<file path="config.mk">
export PLATFORM = sky130hd
export DESIGN_NAME = first_fit_segment_allocator
export DESIGN_NICKNAME = d
export VERILOG_FILES = /design/src/hw/rtl/ffsa_pkg.sv /design/src/hw/rtl/ffsa_seg_ram.sv /design/src/hw/rtl/first_fit_segment_allocator.sv
export SDC_FILE = /design/constraint.sdc
export NUM_CORES = 2
export LEC_CHECK = 0
export ABC_AREA = 1
export BUFFER_PORTS_ARGS = -buffer_cell sky130_fd_sc_hd__buf_2
export CAP_MARGIN = 20
export CELL_PAD_IN_SITES_DETAIL_PLACEMENT = 0
export CELL_PAD_IN_SITES_GLOBAL_PLACEMENT = 1
export CORE_MARGIN = 1.5
export CORE_UTILIZATION = 50
export DETAILED_ROUTE_END_ITERATION = 6
export GPL_TIMING_DRIVEN = 1
export PLACE_DENSITY = 0.88
export SLEW_MARGIN = 20
export SYNTH_ARGS = -nofsm -noshare
export SYNTH_HDL_FRONTEND = slang
export SYNTH_SLANG_ARGS = --single-unit
</file>
<file path="constraint.sdc">
create_clock -name clk_i -period 7 [get_ports clk_i]
set_clock_uncertainty 0.2 [all_clocks]
set_input_delay 1.4 -clock clk_i [delete_from_list [all_inputs] [get_ports clk_i]]
set_output_delay 1.4 -clock clk_i [all_outputs]
set_load 0.05 [all_outputs]
</file>
<file path="src/hw/rtl/ffsa_pkg.sv">
// ----------------------------------------------------------------------------
// ffsa_pkg
// Shared types and constants of the first-fit segment allocator.
// ----------------------------------------------------------------------------
package ffsa_pkg;

  localparam int unsigned MaxSegments   = 16;
  localparam int unsigned AddrBits      = 32;
  localparam int unsigned OwnerBits     = 8;
  localparam logic [31:0] TotalSizeRst  = 32'd65536;

  typedef enum logic [2:0] {
    StOk      = 3'd0,
    StNoFit   = 3'd1,
    StFull    = 3'd2,
    StNoOwner = 3'd3,
    StZero    = 3'd4
  } status_e;

  typedef enum logic {
    FuncAlloc = 1'b0,
    FuncFree  = 1'b1
  } func_e;

  typedef struct packed {
    logic        func;
    logic [7:0]  owner_id;
    logic [31:0] request_size;
  } req_t;

  typedef struct packed {
    logic [2:0]  status;
    logic [31:0] block_address;
  } rsp_t;

  typedef enum logic [3:0] {
    SIdle,
    SScanRd,
    SScanChk,
    SFitDecide,
    SShiftRd,
    SShiftWr,
    SSplit,
    SFreeNextRd,
    SFreeNextChk,
    SRemRd,
    SRemWr,
    SFreePrevRd,
    SFreePrevChk,
    SMergePrev,
    SResp
  } state_e;

endpackage

</file>
<file path="src/hw/rtl/ffsa_seg_ram.sv">
// ----------------------------------------------------------------------------
// ffsa_seg_ram
// Segment table store: one write port, one registered read port.
// ----------------------------------------------------------------------------
module ffsa_seg_ram #(
  parameter int unsigned Depth = 16,
  parameter int unsigned Width = 32
) (
  input  logic                     clk_i,
  input  logic                     we_i,
  input  logic [$clog2(Depth)-1:0] waddr_i,
  input  logic [Width-1:0]         wdata_i,
  input  logic [$clog2(Depth)-1:0] raddr_i,
  output logic [Width-1:0]         rdata_o
);

  logic [Width-1:0] mem [Depth];

  always_ff @(posedge clk_i) begin
    if (we_i) begin
      mem[waddr_i] <= wdata_i;
    end
    rdata_o <= mem[raddr_i];
  end

endmodule

</file>
<file path="src/hw/rtl/first_fit_segment_allocator.sv">
// ----------------------------------------------------------------------------
// first_fit_segment_allocator
// First-fit allocator over an address-ordered segment table.
//
// Requests arrive on req (valid/ready) as a req_t: func, owner_id and
// request_size. Each request yields one response transfer on rsp with a
// status and, for a successful allocate, the block address.
// One request is in work at a time. The table is scanned one segment
// at a time, and an insert or a merge shifts the entries behind the
// segment one at a time, each read and then written back, as the
// segment store has a single read port; a zero-size allocate skips
// the scan. req_ready_o is low while a request is in work or its
// response waits; a stalled receiver holds the response in its output
// register and no further request is taken.
// After reset, and after a write of total_size, the table holds one free
// segment [0, total_size); this takes effect at once, no clearing pass.
// ----------------------------------------------------------------------------
module first_fit_segment_allocator #(
  parameter int unsigned MaxSeg = ffsa_pkg::MaxSegments
) (
  input  logic                  clk_i,
  input  logic                  rst_ni,
  input  logic                  cfg_we_i,
  input  logic [31:0]           cfg_wdata_i,
  input  logic                  req_valid_i,
  output logic                  req_ready_o,
  input  ffsa_pkg::req_t        req_i,
  output logic                  rsp_valid_o,
  input  logic                  rsp_ready_i,
  output ffsa_pkg::rsp_t        rsp_o
);

  import ffsa_pkg::*;

  localparam int unsigned IdxW = $clog2(MaxSeg);
  localparam int unsigned CntW = $clog2(MaxSeg + 1);
  // entry word: free, owner, length, start
  localparam int unsigned EntW = 1 + OwnerBits + 2 * AddrBits;

  typedef struct packed {
    logic                 free;
    logic [OwnerBits-1:0] owner;
    logic [AddrBits-1:0]  len;
    logic [AddrBits-1:0]  start;
  } ent_t;

  state_e          state_q, state_d;
  logic [CntW-1:0] cnt_q, cnt_d;
  logic [CntW-1:0] i_q, i_d;
  logic [CntW-1:0] j_q, j_d;
  req_t            req_q, req_d;
  ent_t            cur_q, cur_d;
  ent_t            aux_q, aux_d;
  rsp_t            rsp_q, rsp_d;
  logic            rsp_valid_q, rsp_valid_d;
  logic [31:0]     total_q;

  logic            we;
  logic [IdxW-1:0] waddr, raddr;
  ent_t            wdata, rdata_raw, rdata;

  ffsa_seg_ram #(.Depth(MaxSeg), .Width(EntW)) u_ram (
    .clk_i   (clk_i),
    .we_i    (we),
    .waddr_i (waddr),
    .wdata_i (wdata),
    .raddr_i (raddr),
    .rdata_o (rdata_raw)
  );

  // entry 0 reads as the initial free segment until first written
  logic ovr_q, rd0_q;
  always_comb begin
    rdata = rdata_raw;
    if (ovr_q && rd0_q) begin
      rdata.free  = 1'b1;
      rdata.owner = '0;
      rdata.len   = total_q[AddrBits-1:0];
      rdata.start = '0;
    end
  end

  logic [OwnerBits-1:0] own;
  logic [AddrBits-1:0]  rsz;
  assign own = req_q.owner_id[OwnerBits-1:0];
  assign rsz = req_q.request_size[AddrBits-1:0];

  always_comb begin
    state_d     = state_q;
    cnt_d       = cnt_q;
    i_d         = i_q;
    j_d         = j_q;
    req_d       = req_q;
    cur_d       = cur_q;
    aux_d       = aux_q;
    rsp_d       = rsp_q;
    rsp_valid_d = rsp_valid_q;
    we          = 1'b0;
    waddr       = '0;
    wdata       = '0;
    raddr       = '0;
    req_ready_o = 1'b0;
    if (rsp_valid_q && rsp_ready_i) begin
      rsp_valid_d = 1'b0;
    end
    unique case (state_q)
      SIdle: begin
        req_ready_o = !rsp_valid_q;
        if (req_valid_i && !rsp_valid_q) begin
          req_d      = req_i;
          i_d        = '0;
          aux_d.free = 1'b0;
          rsp_d      = '{status: StOk, block_address: '0};
          if (req_i.func == FuncAlloc && req_i.request_size[AddrBits-1:0] == '0) begin
            rsp_d.status = StZero;
            state_d      = SResp;
          end else begin
            state_d = SScanRd;
          end
        end
      end
      SScanRd: begin
        if (i_q >= cnt_q) begin
          rsp_d.status = (req_q.func == FuncAlloc) ? StNoFit : StNoOwner;
          state_d      = SResp;
        end else begin
          raddr   = i_q[IdxW-1:0];
          state_d = SScanChk;
        end
      end
      SScanChk: begin
        cur_d = rdata;
        if (req_q.func == FuncAlloc) begin
          if (rdata.free && rdata.len >= rsz) begin
            state_d = SFitDecide;
          end else begin
            i_d     = i_q + 1'b1;
            state_d = SScanRd;
          end
        end else begin
          if (!rdata.free && rdata.owner == own) begin
            cur_d.free  = 1'b1;
            cur_d.owner = '0;
            state_d     = SFreeNextRd;
          end else begin
            i_d     = i_q + 1'b1;
            state_d = SScanRd;
          end
        end
      end
      SFitDecide: begin
        if (cur_q.len == rsz) begin
          we          = 1'b1;
          waddr       = i_q[IdxW-1:0];
          wdata       = cur_q;
          wdata.free  = 1'b0;
          wdata.owner = own;
          rsp_d.block_address = 32'(cur_q.start);
          state_d     = SResp;
        end else if (cnt_q >= CntW'(MaxSeg)) begin
          rsp_d.status = StFull;
          state_d      = SResp;
        end else begin
          j_d     = cnt_q;
          state_d = SShiftRd;
        end
      end
      SShiftRd: begin
        if (j_q == i_q + 1'b1) begin
          state_d = SSplit;
        end else begin
          raddr   = IdxW'(j_q - 1'b1);
          state_d = SShiftWr;
        end
      end
      SShiftWr: begin
        we      = 1'b1;
        waddr   = j_q[IdxW-1:0];
        wdata   = rdata;
        j_d     = j_q - 1'b1;
        state_d = SShiftRd;
      end
      SSplit: begin
        // write remainder at i+1 now, allocated block at i next
        we          = 1'b1;
        waddr       = IdxW'(i_q + 1'b1);
        wdata.free  = 1'b1;
        wdata.owner = cur_q.owner;
        wdata.start = cur_q.start + rsz;
        wdata.len   = cur_q.len - rsz;
        cnt_d       = cnt_q + 1'b1;
        aux_d       = cur_q;
        aux_d.free  = 1'b0;
        aux_d.owner = own;
        aux_d.len   = rsz;
        cur_d       = aux_d;
        rsp_d.block_address = 32'(cur_q.start);
        state_d     = SMergePrev;
        j_d         = i_q;
      end
      SFreeNextRd: begin
        if (i_q + 1'b1 < cnt_q) begin
          raddr   = IdxW'(i_q + 1'b1);
          state_d = SFreeNextChk;
        end else begin
          state_d = SFreePrevRd;
        end
      end
      SFreeNextChk: begin
        if (rdata.free) begin
          cur_d.len = cur_q.len + rdata.len;
          j_d       = i_q + 1'b1;
          state_d   = SRemRd;
        end else begin
          state_d = SFreePrevRd;
        end
      end
      SRemRd: begin
        if (j_q + 1'b1 >= cnt_q) begin
          cnt_d = cnt_q - 1'b1;
          if (aux_q.free) begin
            state_d = SResp;
          end else begin
            state_d = SFreePrevRd;
          end
        end else begin
          raddr   = IdxW'(j_q + 1'b1);
          state_d = SRemWr;
        end
      end
      SRemWr: begin
        we      = 1'b1;
        waddr   = j_q[IdxW-1:0];
        wdata   = rdata;
        j_d     = j_q + 1'b1;
        state_d = SRemRd;
      end
      SFreePrevRd: begin
        aux_d.free = 1'b0;
        if (i_q != '0) begin
          raddr   = IdxW'(i_q - 1'b1);
          state_d = SFreePrevChk;
        end else begin
          j_d     = i_q;
          state_d = SMergePrev;
        end
      end
      SFreePrevChk: begin
        if (rdata.free) begin
          we        = 1'b1;
          waddr     = IdxW'(i_q - 1'b1);
          wdata     = rdata;
          wdata.len = rdata.len + cur_q.len;
          j_d       = i_q;
          aux_d.free = 1'b1;
          state_d   = SRemRd;
        end else begin
          j_d     = i_q;
          state_d = SMergePrev;
        end
      end
      SMergePrev: begin
        we      = 1'b1;
        waddr   = j_q[IdxW-1:0];
        wdata   = cur_q;
        state_d = SResp;
      end
      SResp: begin
        rsp_valid_d = 1'b1;
        state_d     = SIdle;
      end
      default: state_d = SIdle;
    endcase
  end

  always_ff @(posedge clk_i or negedge rst_ni) begin
    if (!rst_ni) begin
      state_q     <= SIdle;
      cnt_q       <= CntW'(1);
      rsp_valid_q <= 1'b0;
      total_q     <= TotalSizeRst;
      ovr_q       <= 1'b1;
      rd0_q       <= 1'b0;
    end else begin
      state_q     <= state_d;
      rsp_valid_q <= rsp_valid_d;
      rd0_q       <= (raddr == '0);
      if (cfg_we_i) begin
        total_q <= cfg_wdata_i;
        cnt_q   <= CntW'(1);
        ovr_q   <= 1'b1;
      end else begin
        cnt_q <= cnt_d;
        if (we && waddr == '0) begin
          ovr_q <= 1'b0;
        end
      end
    end
  end

  always_ff @(posedge clk_i) begin
    i_q   <= i_d;
    j_q   <= j_d;
    req_q <= req_d;
    cur_q <= cur_d;
    aux_q <= aux_d;
    rsp_q <= rsp_d;
  end

  assign rsp_valid_o = rsp_valid_q;
  assign rsp_o       = rsp_q;

endmodule

</file>
==> results.cfg <==
[timing]
worstMarginPinSlew_ns = 1.117
rsz0062_at_grt = no
tns_ns = 0
worst_hold_slack_ns = 0.2903
max_freq_mhz = 195.3
hold_viol = 0
slew_headroom_pct = 25.36
finalSetupViolations = 0
finalMaxSlewViolations = 0
post-route-period-util_pct = 73.16
fin_crit_ns = 5.121

[drt]
drt_wl_total_mm = 221.6
vias_per_cell = 5.747
dr.pass1.iters = 6
vias = 53880
drtIter0Drc = 6716
drcViolationCount = 0
ant_nets = 0
routedWlPerCell_um = 23.64

[logic_synthesis]
yosys_most_used_dff = edfxtp_1
ys_types = 53
netlist_instances = 7313
synth_area_mm2 = 0.07011
synthArstFlopShare_pct = 3.045
syn_nets = 7543
avgSynthCellArea_um2 = 9.587
ys.warnings.count = 0
synth_edf_count = 1328
ys_ff_latch = 1445
seq_area_frac_synth_pct = 60.54

[layout]
nNetsFinal = 7597
layout_common_cells = nand2_1 (1,700), edfxtp_1 (1,328), nand3_1 (1,299), inv_1 (1,200), nor2_1 (193)
regArea_mm2 = 0.04244
final_common_cell = nand2_1
syn_to_final_growth_pct = 11.80
multi_input_area_mm2 = 0.02157
instances_no_fill = 9375
final_cell_area_mm2 = 0.07838
drive_gt1_share_pct = 8.257
final.fill_count = 11710

[floorplanning]
die_x_um = 377.5
dieArea_mm2 = 0.1425
rows = 137
die_h_um = 377.5
core-area_mm2 = 0.1394
start_util_pct = 50.31
io_pins = 115

[global_routing]
grt-ovfl-total = 0
grt_use_total_pct = 30.91
antenna_found_initial = 5
grt_pass1_wl_mm = 326.7
grt_max_degree = 196
grt_pass1_vias = 51170

[run_status]
outcome = complete, no violations

[worst_setup_path]
crit_end = u_ram.rdata_o[21]$_DFF_P_
r2r_slack_ns = 1.88
crit_path_start_kind = flop
reg2regPathDepth = 19
crit_fanout = 31
crit_path_start = i_q[0]$_SDFFCE_PN0P_
crit_type = reg2reg
r2r_start = i_q[0]$_SDFFCE_PN0P_
cp-end-kind = flop
timing.rr.end = u_ram.rdata_o[21]$_DFF_P_
arrival_ns = 5.65
worstPathRequired_ns = 7.53

[hold_path]
hold_path_class = reg2reg

[power]
powerDensity_mw_per_mm2 = 505.1
max-vdd-ir-drop_mv = 0.5023
total_leakage_power_nw = 33.68
finalPower_mw = 39.59

[clock_tree]
insertion_delay_ns = 0.81
cts.sinks = 1445
cts-hold-fix-buffers = 0
cts_made_buffers = 155
post_cts_buffers = 0
htreeDepth = 4
clock_path_buffers = 3
postCtsResizedCells = 0
path_clk_slew_ns = 0.06
cts_root_buffer = clkbuf_16
cts_tree = built

[job]
cap_violations = 0

[placed_design]
portBuffers = 114
dpl.hpwl_mm = 133.8
post_dp_cell_area_mm2 = 0.07306
gp_congestion = 0.9885
place_inst = 9083
synthesized netlist by cell type, types with 4 or more instances:
library cell  number  area (µm²)
o221ai_1          21       183.9
buf_2            221        1106
a221oi_1          13       113.9
nand3_1         1299        6501
o21ai_0          187       935.9
clkinv_1           4       15.01
a21oi_1          161       805.8
xnor2_1           10       87.58
edfxtp_1        1328       39880
ha_1             148        1852
fa_1               4       80.08
clkbuf_1         108       405.4
nor2_1           216       810.8
or2_2             27       168.9
nor2_2             4       25.02
buf_4              5       37.54
dfrtp_1           41        1026
a21boi_0           8       60.06
nand2_1         1702        6389
nor2_4             4       45.04
nor3_1            32       160.2
o211ai_1          40       300.3
a21o_1            18       135.1
nor4_1            15       93.84
buf_1             21       78.83
xor2_1            28       245.2
o21bai_1           9       67.56
dfxtp_1           73        1461
a31oi_1           15       93.84
o22ai_1           14       87.58
inv_1           1203        4516
nand3b_1         156        1171
a22oi_1           40       300.3
inv_2             53       198.9
o21a_1            10       75.07
nand4_1           40       250.2
layout make-up:
| type | instances | area share [%] |
|---|---|---|
| Antenna cell | 2 | 0.006385 |
| Multi-Input combinational cell | 4250 | 27.52 |
| Clock inverter | 73 | 1.240 |
| Clock buffer | 214 | 5.440 |
| Sequential cell | 1445 | 54.15 |
| Timing Repair Buffer | 255 | 2.583 |
| Inverter | 1260 | 6.063 |
| Tap cell | 1876 | 2.995 |
flip-flops by register name (all words and copies together), names as in the netlist:
| signal | flops |
|---|---|
| rsz | 32 |
| req_q | 1 |
| ovr_q | 1 |
| rd0_q | 1 |
| cur_q | 73 |
| rsp_o | 35 |
| aux_q | 1 |
| own | 8 |
| u_ram.rdata_o | 73 |
| total_q | 32 |
| cnt_q | 5 |
| i_q | 5 |
| j_q | 5 |
| u_ram.mem | 1168 |
| state_q | 4 |
| rsp_valid_o | 1 |
worst min path at each step:
stage	start	end	slack (ns)	cells after the start
floorplan	total_q[0]$_DFFE_PN0P_	total_q[0]$_DFFE_PN0P_	0.24	2
global placement	ovr_q$_DFFE_PN1P_	ovr_q$_DFFE_PN1P_	0.28	2
detailed placement	ovr_q$_DFFE_PN1P_	ovr_q$_DFFE_PN1P_	0.28	2
CTS	ovr_q$_DFFE_PN1P_	ovr_q$_DFFE_PN1P_	0.29	2
global route	ovr_q$_DFFE_PN1P_	ovr_q$_DFFE_PN1P_	0.31	2
finish	ovr_q$_DFFE_PN1P_	ovr_q$_DFFE_PN1P_	0.29	2
metal layers:
layer,GRT usage (%),vias up,wire (µm)
met4,13.59,8,10270
met2,48.62,2867,101100
met3,5.855,520,22060
met5,0,-,59
li1,-,24550,-
met1,41.81,25940,88070
power by group:
part	leakage, nW	switching, mW	internal [mW]
clock	2.52	3.51	4.90
sequential	13.5	0.737	12.5
combinational	17.7	13.0	4.99
through the flow:
step	worst slack, ns	util [%]
floorplan	1.251	-
global placement	2.084	52.40
detailed placement	2.035	52.43
CTS	2.006	56.18
global route	1.703	56.24
finish	1.879	56.24
logic make-up after synthesis:
logic type | after synthesis | share of synthesized area, %
AOI/OAI and AO/OA | 552 | 4.694
and+or+nand+nor | 3508 | 22.42
xor gates and xnor gates | 38 | 0.4747
DFF | 1445 | 60.54
buffers and inverters | 1618 | 9.116
adders and majority gates | 152 | 2.755
worst max-delay path, cell delays in order (launching register included):
cell and delay, ns:
edfxtp_1 0.69, ha_1 0.31, nand4_1 0.11, nand2_1 0.18
inv_1 0.08, ha_1 0.29, nand2_1 0.06, o21a_1 0.21
nand3_2 0.10, inv_1 0.06, a22oi_1 0.15, nand2_1 0.11
nor2_4 0.52, inv_4 0.41, nor2_4 0.80, buf_4 0.46
nand2_1 0.10, nand2_1 0.08, inv_2 0.03, nand2_1 0.05
(Power assumes the default switching activity.)
